--- src/rtl/gsp_pkg.sv ---
// gsp_pkg: shared widths, codes and controller/datapath interface types
// for the generational slot pool. No dependencies.
package gsp_pkg;

	localparam int unsigned POOL_DEPTH_DEF   = 1024;
	localparam int unsigned VERSION_BITS_DEF = 16;

	localparam int OP_W      = 2;
	localparam int IDX_W     = 10;
	localparam int VER_W     = 16;
	localparam int STAT_W    = 2;
	localparam int SIZE_W    = 11;
	localparam int CFG_IDX_W = 2;
	localparam int CFG_W     = 11;

	typedef enum logic [OP_W-1:0] {
		OP_ALLOC   = 2'd0,
		OP_RELEASE = 2'd1,
		OP_CHECK   = 2'd2,
		OP_REINIT  = 2'd3
	} op_t;

	localparam logic [STAT_W-1:0] ST_OK        = 2'd0;
	localparam logic [STAT_W-1:0] ST_EXHAUSTED = 2'd1;
	localparam logic [STAT_W-1:0] ST_STALE     = 2'd2;

	localparam logic [CFG_IDX_W-1:0] CFG_INITIAL = 2'd0;
	localparam logic [CFG_IDX_W-1:0] CFG_MAX     = 2'd1;
	localparam logic [CFG_IDX_W-1:0] CFG_STEP    = 2'd2;

	localparam logic [CFG_W-1:0] RST_INITIAL = 11'd64;
	localparam logic [CFG_W-1:0] RST_MAX     = 11'd1024;
	localparam logic [CFG_W-1:0] RST_STEP    = 11'd64;

	typedef struct packed {
		logic latch;
		logic rd_idx;
		logic rd_head;
		logic rd_next;
		logic pop;
		logic resolve;
		logic rel;
		logic exhaust;
		logic grow_setup;
		logic rebuild_setup;
		logic sweep_wr;
		logic grow_link;
		logic emit;
	} cmd_t;

	typedef struct packed {
		logic head_none;
		logic grow_ok;
		logic need_grow;
		logic init_zero;
		logic sweep_last;
	} stat_t;

endpackage

--- src/rtl/gsp_ctrl.sv ---
// gsp_ctrl: sequencer for allocate, release, check, reinit and slot sweeps.
// Depends on gsp_pkg; drives gsp_dp through cmd_t and reads stat_t.
module gsp_ctrl (
	input  logic                      clk,
	input  logic                      arst_n,
	input  logic                      in_valid,
	output logic                      in_ready,
	input  logic [gsp_pkg::OP_W-1:0]  op,
	output logic                      out_valid,
	input  logic                      out_ready,
	input  gsp_pkg::stat_t            stat,
	output gsp_pkg::cmd_t             cmd
);
	import gsp_pkg::*;

	typedef enum logic [2:0] {
		S_SWEEP,
		S_IDLE,
		S_ACHK,
		S_APOP,
		S_ANXT,
		S_GLNK,
		S_HCMP,
		S_FIN
	} state_t;

	typedef enum logic [1:0] {
		K_INIT,
		K_REBUILD,
		K_GROW
	} kind_t;

	state_t state_q;
	kind_t  kind_q;
	logic   post_q;
	op_t    op_q;
	logic   out_valid_q;

	assign in_ready  = (state_q == S_IDLE);
	assign out_valid = out_valid_q;

	always_comb begin
		cmd = '0;
		case (state_q)
			S_IDLE: begin
				if (in_valid) begin
					cmd.latch = 1'b1;
					case (op_t'(op))
						OP_RELEASE, OP_CHECK: cmd.rd_idx = 1'b1;
						OP_REINIT:            cmd.rebuild_setup = 1'b1;
						default:              cmd.latch = 1'b1;
					endcase
				end
			end
			S_ACHK: begin
				if (!stat.head_none) begin
					cmd.rd_head = 1'b1;
				end else if (stat.grow_ok) begin
					cmd.grow_setup = 1'b1;
				end else begin
					cmd.exhaust = 1'b1;
				end
			end
			S_APOP: begin
				cmd.pop     = 1'b1;
				cmd.rd_next = 1'b1;
			end
			S_ANXT: begin
				cmd.grow_setup = stat.need_grow && stat.grow_ok;
			end
			S_SWEEP: cmd.sweep_wr = 1'b1;
			S_GLNK:  cmd.grow_link = 1'b1;
			S_HCMP: begin
				cmd.resolve = 1'b1;
				cmd.rel     = (op_q == OP_RELEASE);
			end
			S_FIN:   cmd.emit = !out_valid_q || out_ready;
			default: cmd = '0;
		endcase
	end

	always_ff @(posedge clk or negedge arst_n) begin
		if (!arst_n) begin
			state_q     <= S_SWEEP;
			kind_q      <= K_INIT;
			post_q      <= 1'b0;
			op_q        <= OP_ALLOC;
			out_valid_q <= 1'b0;
		end else begin
			if (cmd.emit) begin
				out_valid_q <= 1'b1;
			end else if (out_ready) begin
				out_valid_q <= 1'b0;
			end
			case (state_q)
				S_IDLE: begin
					if (in_valid) begin
						op_q <= op_t'(op);
						case (op_t'(op))
							OP_ALLOC: state_q <= S_ACHK;
							OP_RELEASE, OP_CHECK: state_q <= S_HCMP;
							OP_REINIT: begin
								kind_q  <= K_REBUILD;
								state_q <= stat.init_zero ? S_FIN : S_SWEEP;
							end
							default: state_q <= S_IDLE;
						endcase
					end
				end
				S_ACHK: begin
					if (!stat.head_none) begin
						state_q <= S_APOP;
					end else if (stat.grow_ok) begin
						kind_q  <= K_GROW;
						post_q  <= 1'b0;
						state_q <= S_SWEEP;
					end else begin
						state_q <= S_FIN;
					end
				end
				S_APOP: state_q <= S_ANXT;
				S_ANXT: begin
					if (stat.need_grow && stat.grow_ok) begin
						kind_q  <= K_GROW;
						post_q  <= 1'b1;
						state_q <= S_SWEEP;
					end else begin
						state_q <= S_FIN;
					end
				end
				S_SWEEP: begin
					if (stat.sweep_last) begin
						case (kind_q)
							K_INIT:    state_q <= S_IDLE;
							K_REBUILD: state_q <= S_FIN;
							K_GROW:    state_q <= S_GLNK;
							default:   state_q <= S_IDLE;
						endcase
					end
				end
				S_GLNK: state_q <= post_q ? S_FIN : S_ACHK;
				S_HCMP: state_q <= S_FIN;
				S_FIN: begin
					if (cmd.emit) begin
						state_q <= S_IDLE;
					end
				end
				default: state_q <= S_IDLE;
			endcase
		end
	end

endmodule

--- config.mk ---
export PLATFORM = sky130hd
export DESIGN_NAME = gsp_ctrl
export DESIGN_NICKNAME = d
export VERILOG_FILES = /design/src/rtl/gsp_pkg.sv /design/src/rtl/gsp_ctrl.sv
export SDC_FILE = /design/constraint.sdc
export NUM_CORES = 1
export LEC_CHECK = 0
export BUFFER_PORTS_ARGS = -buffer_cell sky130_fd_sc_hd__buf_4
export CORE_MARGIN = 3
export CORE_UTILIZATION = 50
export CTS_BUF_LIST = sky130_fd_sc_hd__clkbuf_8
export DETAILED_ROUTE_END_ITERATION = 7
export GPL_ROUTABILITY_DRIVEN = 0
export PLACE_DENSITY = 0.83
export SETUP_SLACK_MARGIN = 0.15
export SYNTH_ARGS = -nofsm -noshare
export SYNTH_HDL_FRONTEND = slang
export SYNTH_SLANG_ARGS = --single-unit
--- constraint.sdc ---
create_clock -name clk -period 1.41 [get_ports clk]
set_input_delay 0.141 -clock clk [delete_from_list [all_inputs] [get_ports clk]]
set_output_delay 0.141 -clock clk [all_outputs]
set_load 0.01 [all_outputs]
==> results.rst, run 1 <==
.. list-table::
   :header-rows: 1

   * - Metric
     - Value
   * - Status
     - stopped before the end
   * - Stage where the run ended
     - clock tree synthesis
   * - Log Error
     - [ERROR DPL-0038] Utilization greater than 100%, impossible to legalize
   * - Count of pins on the block boundary
     - 26
   * - Effective utilization at floorplan
     - 0.577
   * - Post-synthesis instance area
     - 693 sq um
   * - Num Clock Sinks
     - 9
   * - Proportion of netlist area held by the largest area contributor
     - 0.325
   * - HPWL reported at the end of detailed placement
     - 1.50 mm
   * - Number of distinct standard cells referenced by the synthesized netlist
     - 32
   * - Async set-reset flop share out of synthesis
     - 1.00
   * - Portion of the post-synthesis area used by sequential elements
     - 0.325
   * - # Post-CTS Setup Buffers
     - 12
   * - Die Y-Extent
     - 43.2 um
   * - EDFF count, synth
     - 0
   * - Library cell with the largest summed area after synthesis
     - sky130_fd_sc_hd__dfrtp_1
   * - Post-synth top flop
     - sky130_fd_sc_hd__dfrtp_1
   * - Number of buffers created by CTS
     - 3
   * - CTS hold repair buffers
     - 1
   * - Cts repair resizes
     - 38
   * - Port-buffer cells
     - 25
   * - Maximum level of the CTS H-tree
     - 1
   * - Most area-consuming cells after synthesis
     - sky130_fd_sc_hd__dfrtp_1 (32%), sky130_fd_sc_hd__ha_1 (5.4%), sky130_fd_sc_hd__o21ai_1 (4.3%)
   * - Yosys warns
     - 0
   * - Nets in the synthesized netlist
     - 97
   * - Number of placement rows
     - 12
   * - Die Wd
     - 43.2 um
   * - Syn_area_per_cell
     - 8.35 sq um
   * - Worst slack at placement
     - 0.00726 ns
   * - Instance count of the mapped netlist
     - 83
   * - Root Buffer Master
     - sky130_fd_sc_hd__clkbuf_8
   * - Largest buffer count on any clock path
     - 2
   * - #FFs+latches synth
     - 9
==> through the flow <==
| stage | instance area, sq um | utilization | hold WS, ns | instances |
|---|---|---|---|---|
| 3_5_place_dp | 948 | 0.790 | -0.0246 | 127 |
| 3_3_place_gp | 948 | 0.790 | -0.0306 | 127 |
| 2_1_floorplan | 707 | - | -0.155 | 83 |
==> logic make-up after synthesis <==
group | after synthesis | synth area share
AOI/OAI and AO/OA | 18 | 0.175
buffers and inverters | 14 | 0.0993
adders and majority gates | 3 | 0.0542
DFF | 9 | 0.325
and+or+nand+nor | 36 | 0.301
muxes | 3 | 0.0451
==> synth_stat cells, types with 2 or more instances <==
library cell               count
sky130_fd_sc_hd__dfrtp_1       9
sky130_fd_sc_hd__inv_1         8
sky130_fd_sc_hd__nand2_1       6
sky130_fd_sc_hd__nor2_1        6
sky130_fd_sc_hd__o21ai_1       6
sky130_fd_sc_hd__a21oi_1       5
sky130_fd_sc_hd__buf_4         4
sky130_fd_sc_hd__nor3_1        4
sky130_fd_sc_hd__and3_1        3
sky130_fd_sc_hd__ha_1          3
sky130_fd_sc_hd__nand3b_1      3
sky130_fd_sc_hd__nor2b_1       3
sky130_fd_sc_hd__mux2i_1       2
sky130_fd_sc_hd__nand2b_1      2
sky130_fd_sc_hd__o21a_1        2
==> run 2: changes to the inputs <==
Settings changed: CORE_AREA set to 3 3 64 66, CORE_MARGIN 3 to unset, CORE_UTILIZATION 50 to unset, CTS_BUF_LIST sky130_fd_sc_hd__clkbuf_8 to unset, DIE_AREA set to 0 0 67 69, PLACE_DENSITY 0.83 to unset, PLACE_DENSITY_LB_ADDON set to 0.15, SETUP_SLACK_MARGIN 0.15 to unset.
==> run 2 against run 1 <==
The flow now finishes, with violations (setup timing). Synthesized cell count did not move. Area after synthesis is the same.
==> results.rst, run 2 <==
.. list-table::
   :header-rows: 1

   * - Metric
     - Value
   * - #FFs+latches synth
     - 9 (unchanged)
   * - Post-synthesis instance area
     - 693 sq um (unchanged)
   * - First-pass GRT wire length
     - roughly 3.4 mm
   * - Nature of the critical path startpoint
     - flip-flop
   * - Overall global routing resource usage
     - 0.0955
   * - Leakage power of the design
     - 0.609 nW
   * - Cell with the largest stage delay on the worst path
     - sky130_fd_sc_hd__dfrtp_1
   * - Number of flip-flops under the largest register name
     - 3
   * - Crit Path Class
     - reg2out
   * - Crit path DAT
     - 1.37 ns
   * - Count of pins on the block boundary
     - 26 (unchanged)
   * - CP cell instances
     - buf_12 -> nor3b_4 -> buf_4 -> and3_1 -> buf_4
   * - Register-to-Register Path Depth
     - 6
   * - Maximum level of the CTS H-tree
     - 1 (unchanged)
   * - Worst ir drop on vdd
     - about 0.00047 V
   * - Critical Path Fanout Max
     - 6
   * - Most numerous cell types in the synthesized netlist
     - sky130_fd_sc_hd__dfrtp_1 (9), sky130_fd_sc_hd__inv_1 (8), sky130_fd_sc_hd__nand2_1 (6), sky130_fd_sc_hd__nor2_1 (6), sky130_fd_sc_hd__o21ai_1 (6)
   * - Largest buffer count on any clock path
     - 2 (unchanged)
   * - Count of final setup violators
     - 11
   * - Biggest cell delay along the critical path
     - around 0.39 ns
   * - Number of distinct standard cells referenced by the synthesized netlist
     - 32 (unchanged)
   * - Final-report hold violation count
     - 0
   * - Register with the most flip-flops
     - state_q
   * - Area growth from synthesis to layout
     - 83.2%
   * - HPWL reported at the end of detailed placement
     - 1.59 mm (+6.4%)
   * - Count of vias placed by the detailed router
     - ~750
   * - Worst setup margin
     - -0.0971 ns
   * - Die footprint
     - 4620 sq um
   * - Min-Delay Startpoint
     - stat[3]
   * - Num Clock Sinks
     - 9 (unchanged)
   * - Worst min-delay path endpoint
     - post_q
   * - Number of max-cap violations
     - 0
   * - Post-synth top flop
     - sky130_fd_sc_hd__dfrtp_1
   * - Buffers & Inverters on Critical Path
     - 3
   * - Largest net degree at the start of global routing
     - 10
   * - FF-to-FF Start
     - state_q[2]
   * - Unrepaired setup endpoints after global routing
     - true
   * - WL met1
     - between 800 and 900 um
   * - Via-per-instance ratio
     - 4.24
   * - Power per standard cell area
     - around 2100 nW/um^2
   * - Final-stage net count
     - between 100 and 150
   * - Routed wire length
     - roughly 2.2 mm
   * - Total Neg Setup Slack
     - -0.593 ns
   * - Core region area
     - 3630 sq um
   * - Multi-input logic area
     - 517 sq um
   * - Relative slew slack
     - 0.818
   * - Library cell with the largest summed area after synthesis
     - sky130_fd_sc_hd__dfrtp_1
   * - Area used by sequential logic in the layout
     - 228 sq um
   * - Routed wire length on met2
     - between 1 and 1.5 mm
   * - Data required time at the worst endpoint
     - 1.27 ns
   * - Final instance area
     - 1270 sq um
   * - Delay-heaviest family, CP
     - buffers and inverters
   * - Instance count along the most critical hold path
     - 2
   * - Routed len/inst
     - 12.3 um
   * - Number of antenna diodes
     - 0
   * - Root Buffer Master
     - sky130_fd_sc_hd__clkbuf_8
   * - Total power after layout
     - between 2 and 3 mW
   * - Port-buffer cells
     - 25 (unchanged)
   * - Number of fill cells
     - 386
   * - Portion of the post-synthesis area used by sequential elements
     - 0.325 (unchanged)
   * - EDFF count, synth
     - 0 (unchanged)
   * - Clock transition at the registers of the reported paths
     - 0.04 ns
   * - Top routing layer in use
     - met4
   * - Class of the worst hold path
     - in2reg
   * - Met3 Routed Length
     - 128 um
   * - Number of antenna violations at the first check in global routing
     - 0
   * - Effective utilization at floorplan
     - 0.191 (-0.386)
   * - DR DRC count
     - 0
   * - Number of buffers created by CTS
     - 3 (unchanged)
   * - Post-Place Cell Area
     - 1000 sq um (+5.4%)
   * - Die Y-Extent
     - 69 um (+60%)
   * - Async set-reset flop share out of synthesis
     - 1.00 (unchanged)
   * - Worst slew pin tran
     - 0.273 ns
   * - Count of pins over their slew limit
     - 0
   * - First-iteration detailed-routing DRC count
     - 16
   * - Worst skew pair latency
     - between 0.2 and 0.25 ns
   * - R2R Path End
     - state_q[0]
   * - ANT nets after route
     - 0
   * - Status
     - complete, but fails checks
   * - Most frequent cells in the layout
     - sky130_fd_sc_hd__buf_4 (37), sky130_fd_sc_hd__inv_1 (7), sky130_fd_sc_hd__dfrtp_1 (7), sky130_fd_sc_hd__buf_6 (7), sky130_fd_sc_hd__o21ai_1 (6)
   * - Nets in the synthesized netlist
     - 97 (unchanged)
   * - CP Launch Point
     - state_q[1]
   * - Number of placement rows
     - 22 (+10)
   * - R2r setup slk
     - -0.08 ns
   * - Category of the worst setup path capture point
     - primary output
   * - Most area-consuming cells after synthesis
     - sky130_fd_sc_hd__dfrtp_1 (32%), sky130_fd_sc_hd__ha_1 (5.4%), sky130_fd_sc_hd__o21ai_1 (4.3%)
   * - Most Frequent Cell on Critical Path
     - sky130_fd_sc_hd__buf_4
   * - Instance count of the mapped netlist
     - 83 (unchanged)
   * - Clock period minus worst slack
     - between 1.5 and 2 ns
   * - Final standard cell utilization of the core
     - 0.350
   * - Most numerous cell in the Yosys netlist
     - sky130_fd_sc_hd__dfrtp_1
   * - Clock tree from TritonCTS
     - built
   * - Top achievable clock speed
     - approximately 660 MHz
   * - Violations in the final reports
     - setup timing
   * - Final clock period utilization by the worst path
     - 1.07
   * - Yosys warns
     - 0 (unchanged)
   * - Die Wd
     - 67 um (+55%)
   * - Most frequent standard cell in the layout excluding fill and tap cells
     - sky130_fd_sc_hd__buf_4
   * - Leading registers by flop count
     - state_q: 3 flops, kind_q: 2 flops, op_q: 2 flops
   * - Via count of the first global-routing pass
     - 789
   * - Proportion of netlist area held by the largest area contributor
     - 0.325 (unchanged)
   * - Syn_area_per_cell
     - 8.35 sq um (unchanged)
   * - Total global routing overflow
     - 0
   * - Setup skew after layout
     - 0.00107 ns
   * - Detailed-router iteration count before antenna repair
     - 4
   * - Fraction of layout cells with a size suffix above 1
     - 0.563
run 2: cell counts after synthesis:
No cell type changed its count.
run 2: how the worst max path moves through the flow:
stage	end	slack, ns	depth (start not counted)
after detailed placement	op_q[1]	-0.006	3
after floorplan	op_q[1]	0.005	4
after global placement	op_q[1]	-0.03	3
final	cmd[11]	-0.1	5
after global routing	cmd[11]	-0.18	5
after CTS	cmd[3]	-0.10	6
run 2: metal layers:
layer	vias to the layer above	track usage
met2	22	0.165
met5	-	0
met3	5	0.0195
li1	375	-
met4	0	0.0541
met1	344	0.105
run 2: metrics by stage:
step                      cells  setup slack (ns)  hold WS [ns]
after floorplan              83           0.00538        -0.155
after global placement      161           -0.0313       -0.0240
after detailed placement    161          -0.00632       -0.0239
after CTS                   175            -0.103         0.129
after global routing        176            -0.175         0.155
final                       176           -0.0971         0.154
run 2: final cells by class:
cell class	instances	share of cell area
well taps	48	0.0473
repair buffers	46	0.304
inverters	9	0.0266
multi-input cells	60	0.407
clock buffers	4	0.0355
flip-flops and latches	9	0.179
run 2: timing repair:
item,CTS,global route
endpoints found under the setup margin,13,16
buffers inserted,9,1
gates resized for setup,13,20
hold buffers,1,0
hold endpoints to repair,9,0
pin swaps,3,3
run 2: worst reg2reg max path, stage by stage, from the launching register on:
cell and delay, ns:
sky130_fd_sc_hd__dfrtp_2 0.45, sky130_fd_sc_hd__buf_4 0.16, sky130_fd_sc_hd__buf_4 0.13, sky130_fd_sc_hd__a211oi_2 0.22, sky130_fd_sc_hd__o21ai_1 0.13, sky130_fd_sc_hd__o21ai_1 0.13, sky130_fd_sc_hd__mux2i_1 0.20
run 2: power breakdown:
part           switching (mW)  total, mW  internal (mW)
Combinational           0.816       1.83           1.01
Sequential              0.115      0.510          0.395
Clock                   0.102      0.299          0.197
Total                    1.03       2.64           1.61
run 2: cell families after synthesis:
logic type / after synthesis / synth area share
adders and majority gates: 3 / 0.0542
buffers and inverters: 14 / 0.0993
muxes: 3 / 0.0451
AOI/OAI and AO/OA: 18 / 0.175
and+or+nand+nor: 36 / 0.301
DFF: 9 / 0.325
No activity file was read; power rests on OpenSTA's default activity.
